<file path="config.mk">
export PLATFORM = sky130hd
export DESIGN_NAME = aes_key_sched
export DESIGN_NICKNAME = d
export VERILOG_FILES = /design/src/hw/rtl/aes_pkg.sv /design/src/hw/rtl/aes_key_sched.sv
export SDC_FILE = /design/constraint.sdc
export NUM_CORES = 2
export LEC_CHECK = 0
export ABC_AREA = 1
export BUFFER_PORTS_ARGS = -buffer_cell sky130_fd_sc_hd__buf_4
export CAP_MARGIN = 5
export CELL_PAD_IN_SITES_DETAIL_PLACEMENT = 1
export CELL_PAD_IN_SITES_GLOBAL_PLACEMENT = 2
export CORE_AREA = 10 10 567 569
export DETAILED_ROUTE_END_ITERATION = 16
export DIE_AREA = 0 0 577 579
export MAX_ROUTING_LAYER = met4
export PLACE_DENSITY = 0.56
export SLEW_MARGIN = 40
export SYNTH_ARGS = -nofsm -noshare
export SYNTH_HDL_FRONTEND = slang
export SYNTH_SLANG_ARGS = --single-unit
</file>
<file path="constraint.sdc">
create_clock -name clk_i -period 25.6 [get_ports clk_i]
set_input_delay 2.56 -clock clk_i [delete_from_list [all_inputs] [get_ports clk_i]]
set_output_delay 2.56 -clock clk_i [all_outputs]
set_load 0.02 [all_outputs]
</file>
<file path="src/hw/rtl/aes_pkg.sv">
// Shared types, codes and S-box tables of the AES-128 block core.
// No dependencies; the top level, the key schedule and the round cell refer to this package.
`default_nettype none
package aes_pkg;

  localparam int unsigned NumRounds = 10;
  localparam int unsigned BlockW    = 128;
  localparam int unsigned HalfW     = 64;

  localparam logic [HalfW-1:0] KeyFirstReset  = 64'hf530357968578480;
  localparam logic [HalfW-1:0] KeySecondReset = 64'hb398a3c251cd1093;

  // Configuration register indexes.
  localparam logic CfgKeyFirst  = 1'b0;
  localparam logic CfgKeySecond = 1'b1;

  // Operation codes.
  localparam logic OpEncrypt = 1'b0;
  localparam logic OpDecrypt = 1'b1;

  typedef logic [7:0] sbox_tbl_t [256];

  // Control that travels with a block from one round cell to the next.
  typedef struct packed {
    logic valid;
    logic op;
  } stage_ctl_t;

  typedef logic [BlockW-1:0] round_keys_t [NumRounds+1];

  localparam sbox_tbl_t FwdSbox = '{
    8'h63, 8'h7c, 8'h77, 8'h7b, 8'hf2, 8'h6b, 8'h6f, 8'hc5, 8'h30, 8'h01, 8'h67, 8'h2b,
    8'hfe, 8'hd7, 8'hab, 8'h76, 8'hca, 8'h82, 8'hc9, 8'h7d, 8'hfa, 8'h59, 8'h47, 8'hf0,
    8'had, 8'hd4, 8'ha2, 8'haf, 8'h9c, 8'ha4, 8'h72, 8'hc0, 8'hb7, 8'hfd, 8'h93, 8'h26,
    8'h36, 8'h3f, 8'hf7, 8'hcc, 8'h34, 8'ha5, 8'he5, 8'hf1, 8'h71, 8'hd8, 8'h31, 8'h15,
    8'h04, 8'hc7, 8'h23, 8'hc3, 8'h18, 8'h96, 8'h05, 8'h9a, 8'h07, 8'h12, 8'h80, 8'he2,
    8'heb, 8'h27, 8'hb2, 8'h75, 8'h09, 8'h83, 8'h2c, 8'h1a, 8'h1b, 8'h6e, 8'h5a, 8'ha0,
    8'h52, 8'h3b, 8'hd6, 8'hb3, 8'h29, 8'he3, 8'h2f, 8'h84, 8'h53, 8'hd1, 8'h00, 8'hed,
    8'h20, 8'hfc, 8'hb1, 8'h5b, 8'h6a, 8'hcb, 8'hbe, 8'h39, 8'h4a, 8'h4c, 8'h58, 8'hcf,
    8'hd0, 8'hef, 8'haa, 8'hfb, 8'h43, 8'h4d, 8'h33, 8'h85, 8'h45, 8'hf9, 8'h02, 8'h7f,
    8'h50, 8'h3c, 8'h9f, 8'ha8, 8'h51, 8'ha3, 8'h40, 8'h8f, 8'h92, 8'h9d, 8'h38, 8'hf5,
    8'hbc, 8'hb6, 8'hda, 8'h21, 8'h10, 8'hff, 8'hf3, 8'hd2, 8'hcd, 8'h0c, 8'h13, 8'hec,
    8'h5f, 8'h97, 8'h44, 8'h17, 8'hc4, 8'ha7, 8'h7e, 8'h3d, 8'h64, 8'h5d, 8'h19, 8'h73,
    8'h60, 8'h81, 8'h4f, 8'hdc, 8'h22, 8'h2a, 8'h90, 8'h88, 8'h46, 8'hee, 8'hb8, 8'h14,
    8'hde, 8'h5e, 8'h0b, 8'hdb, 8'he0, 8'h32, 8'h3a, 8'h0a, 8'h49, 8'h06, 8'h24, 8'h5c,
    8'hc2, 8'hd3, 8'hac, 8'h62, 8'h91, 8'h95, 8'he4, 8'h79, 8'he7, 8'hc8, 8'h37, 8'h6d,
    8'h8d, 8'hd5, 8'h4e, 8'ha9, 8'h6c, 8'h56, 8'hf4, 8'hea, 8'h65, 8'h7a, 8'hae, 8'h08,
    8'hba, 8'h78, 8'h25, 8'h2e, 8'h1c, 8'ha6, 8'hb4, 8'hc6, 8'he8, 8'hdd, 8'h74, 8'h1f,
    8'h4b, 8'hbd, 8'h8b, 8'h8a, 8'h70, 8'h3e, 8'hb5, 8'h66, 8'h48, 8'h03, 8'hf6, 8'h0e,
    8'h61, 8'h35, 8'h57, 8'hb9, 8'h86, 8'hc1, 8'h1d, 8'h9e, 8'he1, 8'hf8, 8'h98, 8'h11,
    8'h69, 8'hd9, 8'h8e, 8'h94, 8'h9b, 8'h1e, 8'h87, 8'he9, 8'hce, 8'h55, 8'h28, 8'hdf,
    8'h8c, 8'ha1, 8'h89, 8'h0d, 8'hbf, 8'he6, 8'h42, 8'h68, 8'h41, 8'h99, 8'h2d, 8'h0f,
    8'hb0, 8'h54, 8'hbb, 8'h16
  };

  // The inverse table is derived from the forward one at elaboration.
  function automatic sbox_tbl_t gen_inv_sbox();
    sbox_tbl_t t;
    for (int k = 0; k < 256; k++) begin
      t[FwdSbox[k]] = k[7:0];
    end
    return t;
  endfunction

  localparam sbox_tbl_t InvSbox = gen_inv_sbox();

  function automatic logic [7:0] xtime(input logic [7:0] a);
    return {a[6:0], 1'b0} ^ (a[7] ? 8'h1b : 8'h00);
  endfunction

  // Byte k of a block sits at bits 127-8k down to 120-8k.
  function automatic logic [7:0] get_byte(input logic [BlockW-1:0] s, input int k);
    return s[BlockW-1-8*k -: 8];
  endfunction

endpackage
`default_nettype wire

</file>
<file path="src/hw/rtl/aes_key_sched.sv">
// Key registers and round key expansion, one round key per cycle unless a key write restarts it.
// Depends on aes_pkg.
`default_nettype none
module aes_key_sched (
  input  wire logic                       clk_i,
  input  wire logic                       rst_ni,
  input  wire logic                       cfg_we_i,
  input  wire logic                       cfg_idx_i,
  input  wire logic [aes_pkg::HalfW-1:0]  cfg_data_i,
  output aes_pkg::round_keys_t            rk_o,
  output logic                            busy_o
);

  logic [aes_pkg::HalfW-1:0]  key_first_q, key_second_q;
  logic [aes_pkg::BlockW-1:0] cur_q, cur_d, next_key;
  logic [aes_pkg::BlockW-1:0] rk_q [1:aes_pkg::NumRounds];
  logic [7:0]                 rc_q;
  logic [3:0]                 cnt_q;
  logic                       busy_q;

  always_comb begin
    logic [31:0] t;
    logic [31:0] w;
    t = {aes_pkg::FwdSbox[aes_pkg::get_byte(cur_q, 13)] ^ rc_q,
         aes_pkg::FwdSbox[aes_pkg::get_byte(cur_q, 14)],
         aes_pkg::FwdSbox[aes_pkg::get_byte(cur_q, 15)],
         aes_pkg::FwdSbox[aes_pkg::get_byte(cur_q, 12)]};
    w = t;
    for (int j = 0; j < 4; j++) begin
      w = w ^ cur_q[aes_pkg::BlockW-1-32*j -: 32];
      next_key[aes_pkg::BlockW-1-32*j -: 32] = w;
    end
  end

  always_comb begin
    cur_d = next_key;
    if (cfg_we_i) begin
      unique case (cfg_idx_i)
        aes_pkg::CfgKeyFirst:  cur_d = {cfg_data_i, key_second_q};
        aes_pkg::CfgKeySecond: cur_d = {key_first_q, cfg_data_i};
        default:               cur_d = next_key;
      endcase
    end
  end

  always_ff @(posedge clk_i or negedge rst_ni) begin
    if (!rst_ni) begin
      key_first_q  <= aes_pkg::KeyFirstReset;
      key_second_q <= aes_pkg::KeySecondReset;
      cur_q        <= {aes_pkg::KeyFirstReset, aes_pkg::KeySecondReset};
      rc_q         <= 8'h01;
      cnt_q        <= 4'd1;
      busy_q       <= 1'b1;
    end else if (cfg_we_i) begin
      unique case (cfg_idx_i)
        aes_pkg::CfgKeyFirst:  key_first_q  <= cfg_data_i;
        aes_pkg::CfgKeySecond: key_second_q <= cfg_data_i;
        default: ;
      endcase
      cur_q  <= cur_d;
      rc_q   <= 8'h01;
      cnt_q  <= 4'd1;
      busy_q <= 1'b1;
    end else if (busy_q) begin
      cur_q <= cur_d;
      rc_q  <= aes_pkg::xtime(rc_q);
      cnt_q <= cnt_q + 4'd1;
      if (cnt_q == 4'(aes_pkg::NumRounds)) begin
        busy_q <= 1'b0;
      end
    end
  end

  always_ff @(posedge clk_i) begin
    if (busy_q && !cfg_we_i) begin
      rk_q[cnt_q] <= next_key;
    end
  end

  always_comb begin
    rk_o[0] = {key_first_q, key_second_q};
    for (int r = 1; r <= aes_pkg::NumRounds; r++) begin
      rk_o[r] = rk_q[r];
    end
  end

  assign busy_o = busy_q;

endmodule
`default_nettype wire

</file>
==> results.txt <==
----------------------------------------------------
[Floorplan]
  Total die area ... 334,000 um^2
  Die Wd ... 577 um
  Die span in y ... 579 um
  Initial Util ... 20.9%
  Rows ... 205
  Number of top-level pins ... 1,477
  Placeable core area ... 310,000 um^2

[Finish]
  Layout filler cell count ... 34,700
  Leading cell type in the layout, fill and taps excluded ... sky130_fd_sc_hd__buf_4
  Share of final-layout standard cells stronger than drive strength 1 ... 30.2%
  Post-route core utilization ... 28.0%
  Net count, final ... 7,223
  Synthesis-to-layout area growth ... 33.8%
  Leading cell types in the layout, fill and taps excluded ... sky130_fd_sc_hd__buf_4, sky130_fd_sc_hd__nand2_1, sky130_fd_sc_hd__edfxtp_1

[Job]
  Max-cap violations ... 0

[Global route]
  Number of global-route vias before repair ... 53,900
  Final global-route overflow total ... 0
  Total global-route track usage ... 20.2%
  First-pass GRT wire length ... 469 mm
  Maximum number of pins on one net before global-route repair ... 129
  Antenna violations before repair ... 38

[Power]
  Maximum vdd ir drop ... 0.0000837 V
  Leak ... 35.0 nW
  Power density over cell area ... 157 nW/um^2

[Yosys]
  Cell type with the largest total area after synthesis ... sky130_fd_sc_hd__edfxtp_1
  Synth Area in Simple Gates ... 19.7%
  Mapped cell area ... 65,000 um^2
  Proportion of netlist area held by the largest area contributor ... 59.1%
  Synth cell types ... 43
  Compound-Gate Fraction of Synth Area ... 5.24%
  Main area contributors after synthesis ... sky130_fd_sc_hd__edfxtp_1, sky130_fd_sc_hd__nand3_1, sky130_fd_sc_hd__nand2_1
  Mux cell area share after synthesis ... 0%
  #FFs+latches synth ... 1,549
  Post-synthesis async set-or-reset flop share ... 17.4%
  Post-synthesis xor/xnor area fraction ... 0.148%
  Synthesis warning total ... 0
  Area share of fa/ha/maj cells after synthesis ... 1.23%
  Flip-flop cell with the highest count after synthesis ... sky130_fd_sc_hd__edfxtp_1
  Net count of the mapped netlist ... 5,750
  Share of synthesized area occupied by flip-flops and latches ... 69.7%
  Count of flip-flops with a built-in enable after synthesis ... 1,280
  Post-synthesis cell count ... 5,618
  Combinational family with the most area after synthesis ... simple AND/OR/NAND/NOR gates
  Average instance area after synthesis ... 11.6 um^2

[Timing]
  Hold violation total from the final report ... 0
  Achievable Freq ... 173 MHz
  Setup TNS after final layout ... 0 ns
  Clock period minus final worst setup slack ... 5.79 ns
  Setup ws final ... 19.81 ns
  Fin crit share ... 22.6%
  Unrepaired setup endpoints after global routing ... false
  Tightest Pin Transition ... 0.892 ns
  Worst setup skew after layout ... 0.0936 ns
  Final count of negative-setup-slack endpoints ... 0
  Slew Limit Fails ... 0
  Max-slew headroom ... 40.5%

[Setup path]
  Start-to-end type of the worst setup path ... flip-flop to flip-flop
  CP Capture Type ... flip-flop
  Maximum net fanout on the critical path ... 16
  Arrival time at the worst endpoint ... 6.31 ns
  Worst setup SP type ... flip-flop
  Worst endpoint required time ... 26.12 ns

[Clock network]
  Number of gates resized after CTS ... 0
  TritonCTS buffer count ... 184
  Number of clock sinks ... 1,549
  CTS clk-pin slew, worst paths ... 0.06 ns
  Htree depth ... 4
  Count of hold buffers inserted by post-cts repair ... 0
  Maximum count of clock buffers along a single path ... 4
  Master cell of the clock root buffer ... sky130_fd_sc_hd__clkbuf_16
  Clock latency on the worst-skew pair ... 0.88 ns
  Setup repair bufs after CTS ... 0
  TritonCTS clock tree ... yes

[Placement]
  Detailed placement HPWL ... 253 mm
  Worst Setup Slack post-DPL ... 19.68 ns
  Count of buffers inserted at the top-level ports ... 1,476
  Placer's final routability congestion estimate ... 0.917

[Outcome]
  Result of the run ... complete, no violations

[Route]
  Via total after detailed routing ... 52,200
  Iter 0 DRT Violations ... 3,814
  Initial DRT Pass Iterations ... 5
  Number of antenna-violating nets in the routed design ... 0
  Routed via count divided by cell count ... 4.58
  Remaining routing DRC violations ... 0
  Wire length reported by the detailed router ... 347 mm
  Drt wl/cell ... 30.4 um

[Min path]
  Path type of the worst min-delay path ... flip-flop to flip-flop

----------------------------------------------------
worst max-delay path: stages (launching register included):
cell and delay (ns):
sky130_fd_sc_hd__dfstp_2 0.84, sky130_fd_sc_hd__inv_1 0.43, sky130_fd_sc_hd__ha_1 0.54, sky130_fd_sc_hd__nand2_1 0.52, sky130_fd_sc_hd__inv_1 0.14, sky130_fd_sc_hd__nor2_2 0.40
sky130_fd_sc_hd__nand2_1 0.11, sky130_fd_sc_hd__nand3_1 0.09, sky130_fd_sc_hd__nand3_1 0.09, sky130_fd_sc_hd__nand3_1 0.15, sky130_fd_sc_hd__nand3_1 0.17, sky130_fd_sc_hd__nand2_1 0.10
sky130_fd_sc_hd__nand2_1 0.08, sky130_fd_sc_hd__nand2_2 0.40, sky130_fd_sc_hd__nand2_2 0.13, sky130_fd_sc_hd__nand2_2 0.42, sky130_fd_sc_hd__nand2_1 0.14, sky130_fd_sc_hd__nand3_1 0.12
sky130_fd_sc_hd__and2_1 0.52
where the power goes:
| group | switching (W) | internal [W] | total (W) | leakage (nW) |
|---|---|---|---|---|
| Clock | 0.00112 | 0.00150 | 0.00262 | 2.90 |
| Sequential | 0.000247 | 0.00414 | 0.00439 | 14.7 |
| Combinational | 0.00528 | 0.00140 | 0.00668 | 17.4 |
cells by family (layout without fill, tap and decap cells):
| logic type | Yosys count | after routing |
|---|---|---|
| buffers and inverters | 569 | 2189 |
| AO/OA/AOI/OAI | 560 | 560 |
| XOR/XNOR | 11 | 11 |
| other | 0 | 24 |
| AND/OR/NAND/NOR | 2865 | 2865 |
| flip-flops | 1549 | 1549 |
| adder cells (fa/ha/maj) | 64 | 64 |
per-layer routing:
metal / track usage, % / vias to the layer above / wire length [um]
met5: - / - / 0
met4: 5.96 / 0 / 11500
met3: 4.64 / 417 / 22800
met2: 34.3 / 1858 / 172000
met1: 24.0 / 27100 / 140000
li1: - / 22900 / -
state kept, by name (all words and copies together) (netlist names):
| signal | cells |
|---|---|
| rk_q | 1280 |
| busy_o | 1 |
| cur_q | 128 |
| key_first_q | 64 |
| rc_q | 8 |
| key_second_q | 64 |
| cnt_q | 4 |
stage by stage:
step,power [W],hold slack (ns),cells,cell area (um^2)
CTS,0.0139,0.474,11400,86700
finish,0.0137,0.473,11400,86900
global placement,0.0112,0.457,11000,80600
global route,0.0145,0.490,11400,86900
detailed placement,0.0112,0.460,11000,80700
floorplan,0.00782,0.433,5618,65000
synthesized netlist by cell type (2+ instances only):
cell type	count
sky130_fd_sc_hd__nor2_1	272
sky130_fd_sc_hd__edfxtp_1	1280
sky130_fd_sc_hd__o211ai_1	23
sky130_fd_sc_hd__a221oi_1	56
sky130_fd_sc_hd__o22ai_1	5
sky130_fd_sc_hd__o21ai_1	16
sky130_fd_sc_hd__nand2_1	1311
sky130_fd_sc_hd__nand3_1	1050
sky130_fd_sc_hd__nor2_2	26
sky130_fd_sc_hd__a41oi_1	13
sky130_fd_sc_hd__ha_1	64
sky130_fd_sc_hd__inv_2	16
sky130_fd_sc_hd__nand2_4	9
sky130_fd_sc_hd__nand4_1	22
sky130_fd_sc_hd__nand3_2	16
sky130_fd_sc_hd__a21oi_1	146
sky130_fd_sc_hd__nor3_1	4
sky130_fd_sc_hd__inv_4	4
sky130_fd_sc_hd__inv_6	2
sky130_fd_sc_hd__clkinv_1	14
sky130_fd_sc_hd__nor2_4	3
sky130_fd_sc_hd__a31oi_1	47
sky130_fd_sc_hd__buf_6	27
sky130_fd_sc_hd__a21oi_2	5
sky130_fd_sc_hd__and2_1	31
sky130_fd_sc_hd__buf_1	27
sky130_fd_sc_hd__o21ai_0	168
sky130_fd_sc_hd__nand3b_1	17
sky130_fd_sc_hd__buf_2	80
sky130_fd_sc_hd__dfrtp_1	154
sky130_fd_sc_hd__xnor2_1	3
sky130_fd_sc_hd__xor2_1	8
sky130_fd_sc_hd__dfstp_2	115
sky130_fd_sc_hd__clkbuf_1	124
sky130_fd_sc_hd__buf_4	28
sky130_fd_sc_hd__nand2_2	101
sky130_fd_sc_hd__inv_1	245
sky130_fd_sc_hd__a22oi_1	81
final timing paths:
| kind | startpoint | to | slack, ns | cells past startpoint |
|---|---|---|---|---|
| setup / recovery | cur_q[1] | rk_q[3][10] | 19.81 | 18 |
| hold / removal | key_first_q[44] | key_first_q[44] | 0.47 | 2 |
| setup reg to reg | cur_q[1] | rk_q[3][10] | 19.81 | 18 |
| hold reg to reg | key_first_q[44] | key_first_q[44] | 0.47 | 2 |
| max in group asynchronous | rst_ni | cur_q[86] | 22.21 | 4 |
| min in group asynchronous | rst_ni | key_first_q[34] | 1.57 | 1 |
cell type report:
type	count	area [um^2]	share of cell area (%)
sequential	1549	45300	52.1
multi-input combinational	3500	17200	19.8
timing repair buffer	1575	12100	13.9
tap	4140	5180	5.96
clock buffer	227	4900	5.63
inverter	281	1100	1.26
clock inverter	106	1050	1.21
antenna	24	60.1	0.0691
No activity file was read; power rests on OpenSTA's default activity.
